==> src/ppoa_pkg.sv <==
// ----------------------------------------------------------------------------
// ppoa_pkg
// Widths, operation codes and the controller/datapath link types of the POS
// pulse overlap-add block.
// ----------------------------------------------------------------------------
package ppoa_pkg;

  localparam int LEN_W   = 7;
  localparam int AGE_W   = 6;
  localparam int SMP_W   = 16;
  localparam int CNT_W   = 16;
  localparam int PULSE_W = 24;

  localparam int C_W     = 23;
  localparam int S1_W    = 24;
  localparam int S2_W    = 25;
  localparam int SS1_W   = 30;
  localparam int SS2_W   = 31;
  localparam int SQ_W    = 54;
  localparam int V_W     = 64;
  localparam int SD_W    = 32;
  localparam int RATIO_W = 24;
  localparam int HP_W    = 50;
  localparam int H_W     = 36;
  localparam int HS_W    = 42;
  localparam int ACC_W   = 32;

  localparam int CNUM_W  = 40;
  localparam int CDEN_W  = 22;
  localparam int BNUM_W  = 48;
  localparam int BDEN_W  = 32;

  localparam logic [LEN_W-1:0] WINDOW_LEN_RESET = 7'd64;

  localparam logic [4:0] OP_NONE     = 5'd0;
  localparam logic [4:0] OP_STORE    = 5'd1;
  localparam logic [4:0] OP_CLR_SUMS = 5'd2;
  localparam logic [4:0] OP_READ     = 5'd3;
  localparam logic [4:0] OP_CH_SUM   = 5'd4;
  localparam logic [4:0] OP_DIV_GO   = 5'd5;
  localparam logic [4:0] OP_S_CALC   = 5'd6;
  localparam logic [4:0] OP_S_SQ     = 5'd7;
  localparam logic [4:0] OP_SQ_ACC   = 5'd8;
  localparam logic [4:0] OP_V        = 5'd9;
  localparam logic [4:0] OP_SQRT_GO  = 5'd10;
  localparam logic [4:0] OP_SD       = 5'd11;
  localparam logic [4:0] OP_RATIO_GO = 5'd12;
  localparam logic [4:0] OP_RATIO    = 5'd13;
  localparam logic [4:0] OP_H_MUL    = 5'd14;
  localparam logic [4:0] OP_H_SUM    = 5'd15;
  localparam logic [4:0] OP_MEAN_GO  = 5'd16;
  localparam logic [4:0] OP_MEAN     = 5'd17;
  localparam logic [4:0] OP_ACC_WR   = 5'd18;
  localparam logic [4:0] OP_EMIT     = 5'd19;
  localparam logic [4:0] OP_CLEAR    = 5'd20;

  typedef struct packed {
    logic [4:0]       op;
    logic [AGE_W-1:0] age;
    logic             sel;
  } cmd_t;

  typedef struct packed {
    logic             cdiv_busy;
    logic             bdiv_busy;
    logic             sqrt_busy;
    logic             out_busy;
    logic             full;
    logic [AGE_W-1:0] avail;
    logic [LEN_W-1:0] len;
  } status_t;

endpackage

==> src/ppoa_if.sv <==
// ----------------------------------------------------------------------------
// ppoa_if
// Valid/ready channels of the POS pulse overlap-add block.
// ----------------------------------------------------------------------------
interface ppoa_in_if import ppoa_pkg::*; ();
  logic             valid;
  logic             ready;
  logic [SMP_W-1:0] red;
  logic [SMP_W-1:0] green;
  logic [SMP_W-1:0] blue;
  logic             last;
  modport source(output valid, red, green, blue, last, input ready);
  modport sink(input valid, red, green, blue, last, output ready);
endinterface


==> src/ppoa_ctrl.sv <==
// ----------------------------------------------------------------------------
// ppoa_ctrl
// Controller: sequences store, projection passes, dividers, square roots and
// result emission for one item at a time.
// ----------------------------------------------------------------------------
module ppoa_ctrl import ppoa_pkg::*; (
  input  logic     clk,
  input  logic     rst,
  ppoa_in_if.sink  samples,
  input  status_t  status,
  output cmd_t     cmd
);

  localparam logic [4:0] S_IDLE    = 5'd0;
  localparam logic [4:0] S_CHECK   = 5'd1;
  localparam logic [4:0] S_P1_RD   = 5'd2;
  localparam logic [4:0] S_P1_ACC  = 5'd3;
  localparam logic [4:0] S_P2_RD   = 5'd4;
  localparam logic [4:0] S_P2_GO   = 5'd5;
  localparam logic [4:0] S_P2_WAIT = 5'd6;
  localparam logic [4:0] S_P2_S    = 5'd7;
  localparam logic [4:0] S_P2_SQ   = 5'd8;
  localparam logic [4:0] S_P2_ACC  = 5'd9;
  localparam logic [4:0] S_V       = 5'd10;
  localparam logic [4:0] S_SQ_GO   = 5'd11;
  localparam logic [4:0] S_SQ_WAIT = 5'd12;
  localparam logic [4:0] S_SD      = 5'd13;
  localparam logic [4:0] S_R_GO    = 5'd14;
  localparam logic [4:0] S_R_WAIT  = 5'd15;
  localparam logic [4:0] S_R_LATCH = 5'd16;
  localparam logic [4:0] S_P3_RD   = 5'd17;
  localparam logic [4:0] S_P3_MUL  = 5'd18;
  localparam logic [4:0] S_P3_H    = 5'd19;
  localparam logic [4:0] S_M_GO    = 5'd20;
  localparam logic [4:0] S_M_WAIT  = 5'd21;
  localparam logic [4:0] S_M_LATCH = 5'd22;
  localparam logic [4:0] S_P4_RD   = 5'd23;
  localparam logic [4:0] S_P4_MUL  = 5'd24;
  localparam logic [4:0] S_P4_H    = 5'd25;
  localparam logic [4:0] S_P4_WR   = 5'd26;
  localparam logic [4:0] S_E_RD    = 5'd27;
  localparam logic [4:0] S_E_OUT   = 5'd28;
  localparam logic [4:0] S_CLEAR   = 5'd29;

  logic [4:0]       state, state_next;
  logic [AGE_W-1:0] idx, idx_next;
  logic [AGE_W-1:0] e_age, e_age_next;
  logic             sel, sel_next;
  logic             last_r;
  logic             idx_end;
  logic [LEN_W-1:0] len_m1;

  assign samples.ready = (state == S_IDLE);
  assign len_m1        = status.len - 1'b1;
  assign idx_end       = {1'b0, idx} == len_m1;

  always_ff @(posedge clk) begin
    if (rst) begin
      state  <= S_IDLE;
      idx    <= '0;
      e_age  <= '0;
      sel    <= 1'b0;
      last_r <= 1'b0;
    end else begin
      state <= state_next;
      idx   <= idx_next;
      e_age <= e_age_next;
      sel   <= sel_next;
      if (samples.valid && samples.ready) begin
        last_r <= samples.last;
      end
    end
  end

  always_comb begin
    state_next = state;
    idx_next   = idx;
    e_age_next = e_age;
    sel_next   = sel;
    cmd.op     = OP_NONE;
    cmd.age    = idx;
    cmd.sel    = sel;
    unique case (state)
      S_IDLE: begin
        if (samples.valid) begin
          cmd.op     = OP_STORE;
          state_next = S_CHECK;
        end
      end
      S_CHECK: begin
        cmd.op   = OP_CLR_SUMS;
        idx_next = '0;
        sel_next = 1'b0;
        if (status.full) begin
          state_next = S_P1_RD;
        end else if (last_r) begin
          e_age_next = status.avail - 1'b1;
          state_next = S_E_RD;
        end else begin
          state_next = S_IDLE;
        end
      end
      S_P1_RD: begin
        cmd.op     = OP_READ;
        state_next = S_P1_ACC;
      end
      S_P1_ACC: begin
        cmd.op     = OP_CH_SUM;
        idx_next   = idx_end ? '0 : idx + 1'b1;
        state_next = idx_end ? S_P2_RD : S_P1_RD;
      end
      S_P2_RD: begin
        cmd.op     = OP_READ;
        state_next = S_P2_GO;
      end
      S_P2_GO: begin
        cmd.op     = OP_DIV_GO;
        state_next = S_P2_WAIT;
      end
      S_P2_WAIT: begin
        if (!status.cdiv_busy) begin
          state_next = S_P2_S;
        end
      end
      S_P2_S: begin
        cmd.op     = OP_S_CALC;
        state_next = S_P2_SQ;
      end
      S_P2_SQ: begin
        cmd.op     = OP_S_SQ;
        state_next = S_P2_ACC;
      end
      S_P2_ACC: begin
        cmd.op     = OP_SQ_ACC;
        idx_next   = idx_end ? '0 : idx + 1'b1;
        state_next = idx_end ? S_V : S_P2_RD;
      end
      S_V: begin
        cmd.op     = OP_V;
        state_next = S_SQ_GO;
      end
      S_SQ_GO: begin
        cmd.op     = OP_SQRT_GO;
        state_next = S_SQ_WAIT;
      end
      S_SQ_WAIT: begin
        if (!status.sqrt_busy) begin
          state_next = S_SD;
        end
      end
      S_SD: begin
        cmd.op     = OP_SD;
        sel_next   = 1'b1;
        state_next = sel ? S_R_GO : S_V;
      end
      S_R_GO: begin
        cmd.op     = OP_RATIO_GO;
        state_next = S_R_WAIT;
      end
      S_R_WAIT: begin
        if (!status.bdiv_busy) begin
          state_next = S_R_LATCH;
        end
      end
      S_R_LATCH: begin
        cmd.op     = OP_RATIO;
        state_next = S_P3_RD;
      end
      S_P3_RD: begin
        cmd.op     = OP_READ;
        state_next = S_P3_MUL;
      end
      S_P3_MUL: begin
        cmd.op     = OP_H_MUL;
        state_next = S_P3_H;
      end
      S_P3_H: begin
        cmd.op     = OP_H_SUM;
        idx_next   = idx_end ? '0 : idx + 1'b1;
        state_next = idx_end ? S_M_GO : S_P3_RD;
      end
      S_M_GO: begin
        cmd.op     = OP_MEAN_GO;
        state_next = S_M_WAIT;
      end
      S_M_WAIT: begin
        if (!status.bdiv_busy) begin
          state_next = S_M_LATCH;
        end
      end
      S_M_LATCH: begin
        cmd.op     = OP_MEAN;
        state_next = S_P4_RD;
      end
      S_P4_RD: begin
        cmd.op     = OP_READ;
        state_next = S_P4_MUL;
      end
      S_P4_MUL: begin
        cmd.op     = OP_H_MUL;
        state_next = S_P4_H;
      end
      S_P4_H: begin
        cmd.op     = OP_H_SUM;
        state_next = S_P4_WR;
      end
      S_P4_WR: begin
        cmd.op   = OP_ACC_WR;
        idx_next = idx_end ? '0 : idx + 1'b1;
        if (idx_end) begin
          e_age_next = len_m1[AGE_W-1:0];
          state_next = S_E_RD;
        end else begin
          state_next = S_P4_RD;
        end
      end
      S_E_RD: begin
        cmd.op     = OP_READ;
        cmd.age    = e_age;
        state_next = S_E_OUT;
      end
      S_E_OUT: begin
        cmd.age = e_age;
        cmd.sel = last_r && (e_age == '0);
        if (!status.out_busy) begin
          cmd.op = OP_EMIT;
          if (!last_r) begin
            state_next = S_IDLE;
          end else if (e_age == '0) begin
            state_next = S_CLEAR;
          end else begin
            e_age_next = e_age - 1'b1;
            state_next = S_E_RD;
          end
        end
      end
      S_CLEAR: begin
        cmd.op     = OP_CLEAR;
        state_next = S_IDLE;
      end
      default: state_next = S_IDLE;
    endcase
  end

endmodule

==> src/flat_wrapper.sv <==
// flat-port wrapper written by rule: the top's interface ports become plain ports
module ppoa_ctrl_flat import ppoa_pkg::*;
  (clk, rst, status, cmd, samples_valid, samples_red, samples_green, samples_blue, samples_last, samples_ready);
  ppoa_in_if samples_i ();
  input  logic clk;
  input  logic rst;
  input  status_t status;
  output cmd_t cmd;
  input wire logic [$bits(samples_i.valid)-1:0] samples_valid;
  input wire logic [$bits(samples_i.red)-1:0] samples_red;
  input wire logic [$bits(samples_i.green)-1:0] samples_green;
  input wire logic [$bits(samples_i.blue)-1:0] samples_blue;
  input wire logic [$bits(samples_i.last)-1:0] samples_last;
  output wire logic [$bits(samples_i.ready)-1:0] samples_ready;
  assign samples_i.valid = samples_valid;
  assign samples_i.red = samples_red;
  assign samples_i.green = samples_green;
  assign samples_i.blue = samples_blue;
  assign samples_i.last = samples_last;
  assign samples_ready = samples_i.ready;
  ppoa_ctrl u_core (.clk(clk), .rst(rst), .samples(samples_i), .status(status), .cmd(cmd));
endmodule
==> config.mk <==
export PLATFORM = sky130hd
export DESIGN_NAME = ppoa_ctrl_flat
export DESIGN_NICKNAME = d
export VERILOG_FILES = /design/src/ppoa_pkg.sv /design/src/ppoa_if.sv /design/src/ppoa_ctrl.sv /design/src/flat_wrapper.sv
export SDC_FILE = /design/constraint.sdc
export NUM_CORES = 1
export LEC_CHECK = 0
export BUFFER_PORTS_ARGS = -buffer_cell sky130_fd_sc_hd__buf_2
export CAP_MARGIN = 40
export CELL_PAD_IN_SITES_DETAIL_PLACEMENT = 1
export CELL_PAD_IN_SITES_GLOBAL_PLACEMENT = 1
export CORE_MARGIN = 4
export CORE_UTILIZATION = 37
export DETAILED_ROUTE_END_ITERATION = 10
export GPL_TIMING_DRIVEN = 0
export PLACE_DENSITY = 0.89
export SYNTH_ARGS = -nofsm -noshare
export SYNTH_HDL_FRONTEND = slang
export SYNTH_SLANG_ARGS = --single-unit
==> constraint.sdc <==
create_clock -name clk -period 3.7 [get_ports clk]
set_input_delay 0.37 -clock clk [delete_from_list [all_inputs] [get_ports clk]]
set_output_delay 0.37 -clock clk [all_outputs]
set_load 0.005 [all_outputs]
==> Yosys cells after proc, flatten, opt, wreduce, memory -nomap -nowiden <==
Cells that the tools add are included.
{ "classes": {"eq_ne": 41, "n_reduce_logical": 14, "n_mux": 31, "addsub": 4} }
{ "op_table": {"columns": ["op", "count"], "rows": [
  ["case mux 5 bit (29 select lines)", 1],
  ["case mux 5 bit (20 select lines)", 1],
  ["equality test 5 bit, second input constant", 14],
  ["two-way mux 5 bit", 10],
  ["two-way mux 6 bit", 8],
  ["equality test 5 x 4 -> 1 bit, second input constant", 8],
  ["equality test 5 x 3 -> 1 bit, second input constant", 4],
  ["case mux 6 bit (3 select lines)", 1],
  ["inequality test 2 bit, second input constant", 8],
  ["two-way mux 3 bit", 4],
  ["case mux 6 bit (2 select lines)", 1],
  ["subtractor 6 x 1 -> 6 bit, second input constant", 2],
  ["equality test 5 x 2 -> 1 bit, second input constant", 2],
  ["two-way mux 4 bit", 2],
  ["equality test 6 x 7 -> 1 bit", 1],
  ["AND reduction 7 bit", 1],
  ["subtractor 7 x 1 -> 7 bit, second input constant", 1],
  ["adder 6 x 1 -> 6 bit, second input constant", 1],
  ["logical NOT 6 bit", 1],
  ["inequality test 2 x 1 -> 1 bit, second input constant", 3],
  ["AND reduction 6 bit", 1],
  ["OR reduction 2 bit", 3],
  ["equality test 5 x 1 -> 1 bit, second input constant", 1],
  ["logical NOT 5 bit", 1],
  ["other kinds (7)", 10]
]} }
{ "totals": {"in_bits": 70, "out_inout_bits": 13, "reg_bits": 19} }

==> Longest topological paths before layout <==
Gate-level depths: netlist of the first run.
{ "logic_depth": {"word_depth": 5, "mapped_depth": 12} }

==> Worst setup path after synthesis of the first run <==
OpenSTA, ideal clock, no wires.
{ "synth_path": {"kind": "input to register", "startpoint": "in status[0] in the netlist's numbering", "endpoint": "reg u_core.state[1]", "arrival_time_ps": 2230, "stages": 8, "required_time_ps": 3581, "path_slack_ps": 1352, "setup_ps": 119, "path_cell_list": "inv_1 ha_1 or3b_4 xor2_2 a2111o_1 nor3_2 o311ai_1 o221a_1"} }
{ "synth_via": {"elab_chain_cells": 4} }
{ "synth_lines": {"columns": ["item", "line_no", "source"], "rows": [
  ["from (decl)", "flat_wrapper.sv:7", "input status_t status;"],
  ["subtractor 7 x 1 -> 7 bit *", "ppoa_ctrl.sv:54", "assign len_m1 = status.len - 1'b1;"],
  ["equality test 6 x 7 -> 1 bit *", "ppoa_ctrl.sv:55", "assign idx_end = {1'b0, idx} == len_m1;"],
  ["two-way mux 4 bit or two-way mux 3 bit (tied branches)", "ppoa_ctrl.sv:136, ppoa_ctrl.sv:110", null],
  ["case mux 5 bit (29 select lines) *", "ppoa_ctrl.sv:83", "unique case (state)"],
  ["to (signal assigned)", "ppoa_ctrl.sv:65", "state <= state_next;"],
  ["to (decl)", "ppoa_ctrl.sv:45", "logic [4:0] state, state_next;"]
]} }
Mark *: on every way between the ends. The rest lies on a longest branch, timed or not.
A chain may end at the register's enable or synchronous reset.

==> key figures, run 1 <==
Power
  • Pwr dens: 277 nW/um^2
  • Static Leakage: 0.940 nW
  • Gate power share: 0.433
  • Switching power: 0.291 mW
  • Sw Share: 0.418
  • P_int: 0.406 mW
  • Reg power frac: 0.340
  • Tot Pwr: 0.697 mW
  • VDD IR max: roughly 0.00013 V
  • Clock power share: 0.227

Placed design
  • GPL Wtd Cong: 0.973
  • Dpl hpwl: 6460 um
  • I/O Buffers: 33
  • Inst Count DP: approximately 410

Clock tree
  • CTS Buffer Depth: 2
  • Post-CTS Setup Inserts: 0
  • Htree depth: 1
  • CTS tree: done
  • Worst skew pair latency: between 0.2 and 0.3 ns
  • Worst-path clk slew: 0.08 ns
  • CTS Buf Count: 3
  • Hold_buf cts: 0
  • Clock sink total: 19
  • Clock root buffer: clkbuf_8
  • Post_cts resized: 0

Global route
  • Vias in the first global route: 2626
  • Pin count of the biggest net entering global routing: 11
  • Initial antenna violation count: 0
  • First-pass GRT wire length: 13300 um
  • GR Overflow Total: 0
  • Total track usage: 0.226

Synth
  • Synth cell types: 67
  • Mapped Nets: 380
  • Gate Count Post-Synth: 307
  • Ys Warns: 0
  • #FFs+latches synth: 19
  • Mean post-synth cell area: 7.20 um^2
  • Post-synth EDFFs: 0
  • Cell Area, Synth: ~2200 um^2
  • Post-synth ARST share: 0
  • Sequential share of the synthesized area: 0.172
  • Dominant synthesized flop cell: dfxtp_1

Routing
  • Via density per instance: 6.36
  • WL/cell: approximately 20 um
  • DR iter-0 viols: 201
  • DRC errors left: 0
  • Pre-Repair DR Iteration Count: 4
  • Vias: 2652
  • Routed Wire Length: between 8000 and 9000 um
  • DRT antenna net count: 0

Floorplan
  • Core Area: roughly 5600 um^2
  • Chip Height: approximately 85 um
  • IO Pins: 83
  • Die area: 7270 um^2
  • Initial Util: 0.392
  • Die Width: 85.3 um
  • Row cnt: 27

Critical path
  • Reg2reg setup slack: approximately 0.8 ns
  • CP cell instances: clkbuf_1 -> clkbuf_1 -> clkbuf_1 -> nand4_1 -> a21oi_1 -> a31oi_1 -> o21ai_0 -> buf_2
  • Reg2reg end: u_core.e_age[4]
  • Crit Path Max Fanout: 10
  • Most Frequent Cell on Critical Path: clkbuf_1
  • RR Startpoint: u_core.state[0]
  • CP delay by family, top: buffers and inverters
  • Worst setup EP type: output port
  • Critical path's largest stage delay: 0.46 ns
  • Worst setup SP type: flip-flop
  • Crit-path slowest cell: dfxtp_1
  • Worst EP required: 3.33 ns
  • Crit path buf inv count: 4
  • Worst Path Arrival: between 2 and 3 ns
  • Worst setup startpoint: u_core.state[1]
  • Reg2Reg Depth: 10
  • CP Class: flip-flop to output port

Finish
  • Layout Cells excl Fill: 417
  • Final nets: 419
  • Fill cell count: 761
  • # diodes: 0
  • Multi-input gate area: 1700 um^2
  • Layout Utilization: 0.447
  • Area Overhead vs Synth: 14.0%
  • Share of layout cells above drive strength 1: 0.162
  • Register area: around 380 um^2

Flow run
  • MaxCap Viol Count: 0

STA
  • Final Skew: 0.00124 ns
  • Final TNS setup: 0 ns
  • Final hold vios: 0
  • Slew HR: 0.575
  • Minimum clock period: between 2 and 3 ns
  • Fin. max-slew vios: 0
  • Period utilisation layout: 0.800
  • RSZ-0062 raised after global routing: false
  • Fmax: 0.338 GHz
  • Endpoints failing setup: 0
  • Slew @ Worst Pin: 0.636 ns

Worst hold path
  • WHS Endpoint: u_core.last_r
  • Min-delay src: samples_last
  • Worst Hold Class: input pin to flip-flop
  • Worst Hold Depth: 3

Outcome
  • Outcome: finished clean
==> layer usage <==
layer	routed length, um	GRT usage	vias to the layer above
li1	-	-	1229
met1	3430	0.270	1325
met2	4200	0.410	85
met3	382	0.0194	13
met4	171	0.0935	0
met5	0	0	-
==> placed cells by master, fill, tap and decap left out, drive strengths merged, types with 3 or more instances in the layout <==
cell / Yosys / routed
nand2b: 7 / 7
o211ai: 6 / 6
nor2b: 3 / 3
inv: 11 / 11
a31oi: 4 / 4
nand3: 13 / 13
nand4: 4 / 4
or4: 4 / 4
ha: 3 / 3
or3: 8 / 8
mux2: 4 / 4
mux2i: 5 / 5
dfxtp: 19 / 19
nor4: 3 / 3
xnor2: 8 / 8
a21o: 3 / 3
o21ai: 26 / 26
xor2: 6 / 6
nor3b: 4 / 4
nor2: 25 / 25
nand2: 21 / 21
nand3b: 3 / 3
a211oi: 3 / 3
a21oi: 27 / 27
o311ai: 3 / 3
or2: 3 / 3
and3: 6 / 6
buf: 3 / 36
a32oi: 3 / 3
o31ai: 5 / 5
o22ai: 5 / 5
clkbuf: 19 / 23
nor3: 12 / 12
==> power groups by stage <==
stage,registers (mW),logic (mW),clock network [mW]
floorplan,0.233,0.203,0
global placement,0.239,0.284,0
detailed placement,0.241,0.296,0
CTS,0.236,0.297,0.159
global route,0.239,0.331,0.169
finish,0.237,0.302,0.158
==> final cells by class <==
class                      instances  area share
buffer                            22      0.0333
multi-input combinational        255       0.676
clock buffer                       4      0.0179
tap                               72      0.0357
inverter                          11      0.0164
sequential                        19       0.151
timing repair buffer              34      0.0695
==> tightest hold or removal path: stages <==
cell	delay, ns
buf_2	0.08
mux2i_1	0.05
nor2_1	0.07
==> cells in the mapped netlist, drive strengths merged, types with 4 or more instances <==
cell type	count	area [um^2]
o31ai	5	51.3
a31oi	4	40.0
clkbuf	19	71.3
or3	8	50.1
xnor2	8	70.1
nor2	25	93.8
nor3	12	70.1
or4	4	30.0
mux2i	5	50.1
nand4	4	25.0
dfxtp	19	380
o21ai	26	130
xor2	6	60.1
nand2b	7	43.8
nand2	21	78.8
nor3b	4	30.0
a21oi	27	135
o22ai	5	31.3
o211ai	6	50.1
nand3	13	70.1
and3	6	37.5
inv	11	41.3
mux2	4	45.0
==> state kept, by name, indices dropped and copies added (netlist names) <==
signal / flops
u_core.state: 5
u_core.idx: 6
u_core.sel: 1
u_core.e_age: 6
u_core.last_r: 1
==> per-stage QoR <==
step	hold slack (ns)	setup slack [ns]	instance area, um^2
2_1_floorplan	0.439	1.35	2210
3_3_place_gp	0.458	0.949	2460
3_5_place_dp	0.468	0.868	2470
4_1_cts	0.339	0.811	2520
5_1_grt	0.369	0.531	2520
6_report	0.333	0.742	2520
==> logic make-up after synthesis <==
group / share of synthesized area
AOI/OAI and AO/OA: 0.330
xor gates and xnor gates: 0.0793
adders and majority gates: 0.0170
buffers and inverters: 0.0566
DFF: 0.172
muxes: 0.0430
and+or+nand+nor: 0.302
==> worst max-delay path by stage <==
stage,cells after the start,to
after floorplan,8,u_core.state[1]
after global placement,11,u_core.e_age[4]
after detailed placement,11,u_core.e_age[4]
after CTS,8,cmd[9]
after global routing,10,u_core.e_age[4]
final,8,cmd[9]
Note: power is estimated with default switching activity, not from simulation.
==> run 2, diff against run 1 <==
ABC_AREA = 1   (was unset)
CORE_UTILIZATION = 28   (was 37)
PLACE_DENSITY = 0.8   (was 0.89)
clock period = 2.4 ns   (was 3.7 ns; I/O delays follow)
==> key figures, run 2 <==
Global route
  • Initial antenna violation count: 0 (unchanged)
  • Pin count of the biggest net entering global routing: 13 (+2)
  • Total track usage: 0.167 (-0.0584)
  • GR Overflow Total: 0 (unchanged)
  • Vias in the first global route: 2573 (-2.0%)
  • First-pass GRT wire length: 12000 um (-9.8%)

Floorplan
  • Initial Util: 0.293 (-0.0982)
  • Die area: 8660 um^2 (+19%)
  • Chip Height: 93.1 um (+9.1%)
  • Core Area: 6910 um^2 (+22%)
  • IO Pins: 83 (unchanged)
  • Die Width: 93.1 um (+9.1%)
  • Row cnt: 30 (+11%)

Finish
  • Final nets: 486 (+16%)
  • Share of layout cells above drive strength 1: 0.153 (-0.00941)
  • # diodes: 0 (unchanged)
  • Final instance area: 2370 um^2 (-5.9%)
  • Commonest cells after routing, fill and taps aside: nand2_1 (104), nor2_1 (50), inv_1 (44)
  • Area Overhead vs Synth: 17.0%
  • Fill cell count: 998 (+31%)
  • Most common cell after layout, fill and taps aside: nand2_1
  • Biggest regs: u_core.e_age (6), u_core.idx (6), u_core.state (5)

Routing
  • DRC errors left: 0 (unchanged)
  • Via density per instance: 5.13 (-19%)
  • Routed Wire Length: 7250 um (-11%)
  • Vias: 2606 (-1.7%)
  • WL/cell: 14.3 um (-27%)
  • DR iter-0 viols: 155 (-23%)
  • Pre-Repair DR Iteration Count: 4 (unchanged)
  • DRT antenna net count: 0 (unchanged)

Critical path
  • Worst EP required: 2.16 ns (-1.17 ns)
  • Crit-path slowest cell: dfxtp_1
  • CP cell instances: clkinv_1 -> nand3_1 -> o21ai_0 -> nor3b_1 -> o2111ai_1 -> buf_2
  • CP delay by family, top: flip-flops
  • Crit Path Max Fanout: 9 (-1)
  • Crit path buf inv count: 2 (-2)
  • Worst setup EP type: output port
  • CP Class: flip-flop to output port
  • Worst Path Arrival: 2.01 ns (-0.58 ns)
  • Worst setup SP type: flip-flop
  • Critical path's largest stage delay: 0.49 ns (+0.03 ns)

Power
  • Static Leakage: 1.22 nW (+29%)
  • VDD IR max: 0.000294 V (+120%)
  • P_int: 0.729 mW (+80%)
  • Switching power: 0.655 mW (+130%)
  • Gate power share: 0.499 (+0.066)
  • Pwr dens: 584 nW/um^2 (+110%)
  • Sw Share: 0.473 (+0.0558)
  • Clock power share: 0.175 (-0.052)
  • Reg power frac: 0.326 (-0.014)

Synth
  • Cell Area, Synth: 2030 um^2 (-8.3%)
  • Gate Count Post-Synth: 375 (+22%)
  • Post-synth ARST share: 0 (unchanged)
  • Cell taking the most area after synthesis: nand2_1
  • Dominant synthesized flop cell: dfxtp_1
  • Mean post-synth cell area: 5.41 um^2 (-25%)
  • Mapped Nets: 448 (+18%)
  • Synth cell types: 36 (-46%)
  • Post-synth EDFFs: 0 (unchanged)
  • Ranking of synthesized cells by area: nand2_1 (19%), dfxtp_1 (19%), nand3_1 (10%)
  • Ys Warns: 0 (unchanged)
  • Count leader, synth: nand2_1
  • Yosys top cell area share: 0.194 (+0.0223)
  • Synth cell count leaders: nand2_1 (105), nor2_1 (50), inv_1 (44)
  • Sequential share of the synthesized area: 0.188 (+0.0155)
  • #FFs+latches synth: 19 (unchanged)

Placed design
  • Placed cell areas: 2320 um^2 (-6.4%)
  • Dpl hpwl: 6150 um (-4.7%)
  • GPL Wtd Cong: 0.964 (-0.99%)
  • I/O Buffers: 34 (+3.0%)

Flow run
  • MaxCap Viol Count: 0 (unchanged)

Clock tree
  • Worst skew pair latency: 0.26 ns (about the same)
  • Post-CTS Setup Inserts: 0 (unchanged)
  • Clock root buffer: clkbuf_8
  • Hold_buf cts: 0 (unchanged)
  • Post_cts resized: 0 (unchanged)
  • Htree depth: 1 (unchanged)
  • CTS Buffer Depth: 2 (unchanged)
  • Clock sink total: 19 (unchanged)
  • CTS tree: done
  • CTS Buf Count: 3 (unchanged)
  • Worst-path clk slew: 0.08 ns (about the same)

STA
  • Minimum clock period: about 2.2 ns
  • Final hold vios: 0 (unchanged)
  • Fmax: 0.445 GHz
  • RSZ-0062 raised after global routing: false
  • Fin. max-slew vios: 0 (unchanged)
  • Final Skew: 0.00135 ns (+0.000110 ns)
  • Period utilisation layout: 0.937
  • Slew HR: 0.659 (+0.0842)
  • Endpoints failing setup: 0 (unchanged)
  • Slew @ Worst Pin: 0.506 ns (-0.130 ns)
  • Final TNS setup: 0 ns (unchanged)

Outcome
  • Outcome: finished clean

Worst hold path
  • Worst Hold Class: input pin to flip-flop
-- run 2: worst register-to-register path: cells and delay by family (launching register included) --
| family | cells | cell delay, ns |
|---|---|---|
| flip-flops | 1 | 0.40 |
| adder cells (fa/ha/maj) | 1 | 0.21 |
| AO/OA/AOI/OAI | 1 | 0.12 |
| AND/OR/NAND/NOR | 10 | 1.15 |
| XOR/XNOR | 1 | 0.15 |
-- run 2: cell type report --
type                            instances  area, um^2  share of cell area
Sequential cell                        19         380               0.160
Tap cell                               96         120              0.0507
Buffer                                  5        27.5              0.0116
Multi-Input combinational cell        300        1440               0.606
Clock inverter                          1        5.00             0.00211
Timing Repair Buffer                   34         170              0.0718
Clock buffer                            3        41.3              0.0174
Inverter                               50         190              0.0802
-- run 2: stage by stage --
stage / instances / setup slack (ns) / power [mW] / util / hold WS, ns
after global placement: 505 / 0.142 / 1.11 / 0.336 / 0.426
after global routing: 508 / 0.00390 / 1.50 / 0.343 / 0.175
final: 508 / 0.151 / 1.38 / 0.343 / 0.159
after CTS: 508 / 0.107 / 1.38 / 0.342 / 0.161
after floorplan: 375 / 0.589 / 0.905 / - / 0.309
after detailed placement: 505 / 0.0652 / 1.14 / 0.336 / 0.443
-- run 2: kinds of logic (layout without fill, tap and decap cells) --
kind of cell | after synthesis | in the layout | share of synthesized area
XOR/XNOR | 4 | 4 | 0.0173
adder cells (fa/ha/maj) | 3 | 3 | 0.0185
AO/OA/AOI/OAI | 52 | 52 | 0.140
AND/OR/NAND/NOR | 240 | 240 | 0.523
flip-flops | 19 | 19 | 0.188
buffers and inverters | 56 | 93 | 0.109
multiplexers | 1 | 1 | 0.00494
-- run 2: path summary, 6_finish.rpt --
path                    from         endpoint  slack [ns]  cells past startpoint
max reg2reg  u_core.state[1]  u_core.e_age[4]        0.29                     13
min                      rst    u_core.idx[1]        0.16                      2
min reg2reg       u_core.sel       u_core.sel        0.51                      2
max          u_core.state[4]           cmd[9]        0.15                      6
-- run 2: per-layer routing --
| layer | global-route usage | up-vias | routed length [um] |
|---|---|---|---|
| met1 | 0.224 | 1242 | 3280 |
| li1 | - | 1296 | - |
| met2 | 0.291 | 62 | 3520 |
| met3 | 0.0169 | 6 | 369 |
| met4 | 0.0342 | 0 | 74 |
| met5 | 0 | - | 0 |
-- run 2: power by group through the flow --
stage               registers [mW]  clock network, mW  logic (mW)
floorplan                    0.433                  0       0.471
global placement             0.452                  0       0.662
detailed placement           0.455                  0       0.680
CTS                          0.448              0.248       0.683
global route                 0.461              0.265       0.775
finish                       0.451              0.243       0.690
==> run 3, diff against run 2 <==
CORE_ASPECT_RATIO = 0.5   (was unset)
CORE_UTILIZATION = 34   (was 28)
PLACE_DENSITY = 0.95   (was 0.8)
clock period = 2.85 ns   (was 2.4 ns; I/O delays follow)
==> key figures, run 3 (same netlist as run 2, synthesis figures left out) <==
Finish
  • # diodes: 0 (unchanged)
  • Share of layout cells above drive strength 1: 0.148 (-0.00521)
  • Biggest regs: u_core.e_age (6), u_core.idx (6), u_core.state (5)
  • Commonest cells after routing, fill and taps aside: nand2_1 (105), nor2_1 (50), inv_1 (44)
  • Final instance area: 2370 um^2 (-0.11%)
  • Area Overhead vs Synth: 16.9%
  • Most common cell after layout, fill and taps aside: nand2_1
  • Layout Cells excl Fill: 486 (-4.3%)
  • Final nets: 487 (+0.21%)

Critical path
  • CP Class: flip-flop to output port
  • RR Startpoint: u_core.state[1]
  • CP cell instances: inv_1 -> nor2_2 -> inv_1 -> nor2_1 -> inv_1 -> nand2_1 -> clkbuf_1 -> nand2_1 -> o21ai_0 -> buf_2
  • Crit Path Max Fanout: 10 (+1)
  • CP delay by family, top: buffers and inverters
  • Most Frequent Cell on Critical Path: inv_1
  • Critical path's largest stage delay: 0.43 ns (-0.06 ns)
  • Worst setup EP type: output port
  • Crit-path slowest cell: dfxtp_1
  • Worst setup startpoint: u_core.state[3]
  • Worst Path Arrival: 2.21 ns (+0.20 ns)
  • Crit path buf inv count: 5 (+3)
  • Worst setup SP type: flip-flop
  • Worst EP required: 2.57 ns (+0.41 ns)

Power
  • Reg power frac: 0.298 (-0.028)
  • Static Leakage: 1.23 nW (+1.2%)
  • Tot Pwr: 1.28 mW (-7.5%)
  • Clock power share: 0.237 (+0.062)
  • Pwr dens: 541 nW/um^2 (-7.4%)
  • Gate power share: 0.465 (-0.034)
  • P_int: 0.703 mW (-3.5%)
  • Switching power: 0.577 mW (-12%)
  • VDD IR max: 0.000231 V (-21%)
  • Sw Share: 0.451 (-0.0225)

Placed design
  • I/O Buffers: 34 (unchanged)
  • Dpl hpwl: 6150 um (about the same)
  • Placed cell areas: 2290 um^2 (-1.2%)
  • Inst Count DP: 482 (-4.6%)
  • GPL Wtd Cong: 1.02 (+6.3%)

Floorplan
  • Row cnt: 19 (-37%)
  • Die Width: 117 um (+26%)
  • Die area: 7340 um^2 (-15%)
  • Initial Util: 0.360 (+0.0663)
  • Core Area: 5630 um^2 (-18%)
  • IO Pins: 83 (unchanged)
  • Chip Height: 62.6 um (-33%)

Clock tree
  • CTS Buf Count: 3 (unchanged)
  • Htree depth: 1 (unchanged)
  • Post_cts resized: 0 (unchanged)
  • Clock root buffer: clkbuf_16
  • Hold_buf cts: 0 (unchanged)
  • CTS Buffer Depth: 2 (unchanged)
  • Post-CTS Setup Inserts: 0 (unchanged)
  • Clock sink total: 19 (unchanged)
  • CTS tree: done
  • Worst skew pair latency: 0.26 ns (about the same)
  • Worst-path clk slew: 0.06 ns (-0.02 ns)

STA
  • Period utilisation layout: 0.874
  • Slew HR: 0.609 (-0.0496)
  • Fin. max-slew vios: 0 (unchanged)
  • Final TNS setup: 0 ns (unchanged)
  • Final hold vios: 0 (unchanged)
  • Minimum clock period: 2.49 ns
  • Endpoints failing setup: 0 (unchanged)
  • Slew @ Worst Pin: 0.586 ns (+0.0798 ns)
  • Fmax: about 0.4 GHz
  • RSZ-0062 raised after global routing: false
  • Final Skew: 0.00529 ns (+0.00394 ns)

Routing
  • Via density per instance: 5.53 (+7.8%)
  • DRC errors left: 0 (unchanged)
  • Pre-Repair DR Iteration Count: 4 (unchanged)
  • Vias: 2688 (+3.1%)
  • Routed Wire Length: 7860 um (+8.5%)
  • WL/cell: 16.2 um (+13%)
  • DRT antenna net count: 0 (unchanged)
  • DR iter-0 viols: 127 (-18%)

Global route
  • Initial antenna violation count: 0 (unchanged)
  • First-pass GRT wire length: 12800 um (+6.5%)
  • Pin count of the biggest net entering global routing: 12 (-1)
  • Vias in the first global route: 2707 (+5.2%)
  • Total track usage: 0.218 (+0.0506)
  • GR Overflow Total: 0 (unchanged)

Worst hold path
  • Worst Hold Class: input pin to flip-flop
  • Min-delay src: rst

Flow run
  • MaxCap Viol Count: 0 (unchanged)

Outcome
  • Outcome: finished clean
[run 3: per-layer routing]
| layer | up-vias | routed length (um) | track usage | part of all wire |
|---|---|---|---|---|
| met5 | - | 0 | 0 | 0 |
| met2 | 94 | 3640 | 0.370 | 0.46 |
| met3 | 14 | 494 | 0.0329 | 0.063 |
| met4 | 0 | 191 | 0.0672 | 0.024 |
| li1 | 1301 | - | - | - |
| met1 | 1279 | 3530 | 0.281 | 0.45 |
[run 3: layout make-up]
type	instances	area (um^2)
tap	73	91.3
clock buffer	3	75.1
buffer	6	31.3
clock inverter	1	5.00
multi-input combinational	300	1430
fill	837	3270
inverter	50	190
sequential	19	380
timing repair buffer	34	170
[run 3: final timing paths]
| check | to | slack, ns | cells past startpoint |
|---|---|---|---|
| worst max-delay path | cmd[1] | 0.36 | 10 |
| worst min-delay path | u_core.idx[1] | 0.21 | 2 |
| worst max register to register | u_core.e_age[4] | 0.55 | 13 |
| worst min register to register | u_core.sel | 0.49 | 2 |
[run 3: metrics by stage]
step | util | hold WS (ns) | setup WS, ns
2_1_floorplan | - | 0.354 | 1.04
3_3_place_gp | 0.406 | 0.473 | 0.555
3_5_place_dp | 0.406 | 0.478 | 0.437
4_1_cts | 0.420 | 0.210 | 0.390
5_1_grt | 0.420 | 0.223 | 0.162
6_report | 0.420 | 0.208 | 0.359
[run 3: power groups by stage]
stage / Combinational, mW / Sequential [mW] / Clock [mW]
2_1_floorplan: 0.397 / 0.365 / 0
3_3_place_gp: 0.561 / 0.381 / 0
3_5_place_dp: 0.582 / 0.384 / 0
4_1_cts: 0.591 / 0.380 / 0.302
5_1_grt: 0.669 / 0.388 / 0.318
6_report: 0.596 / 0.382 / 0.303
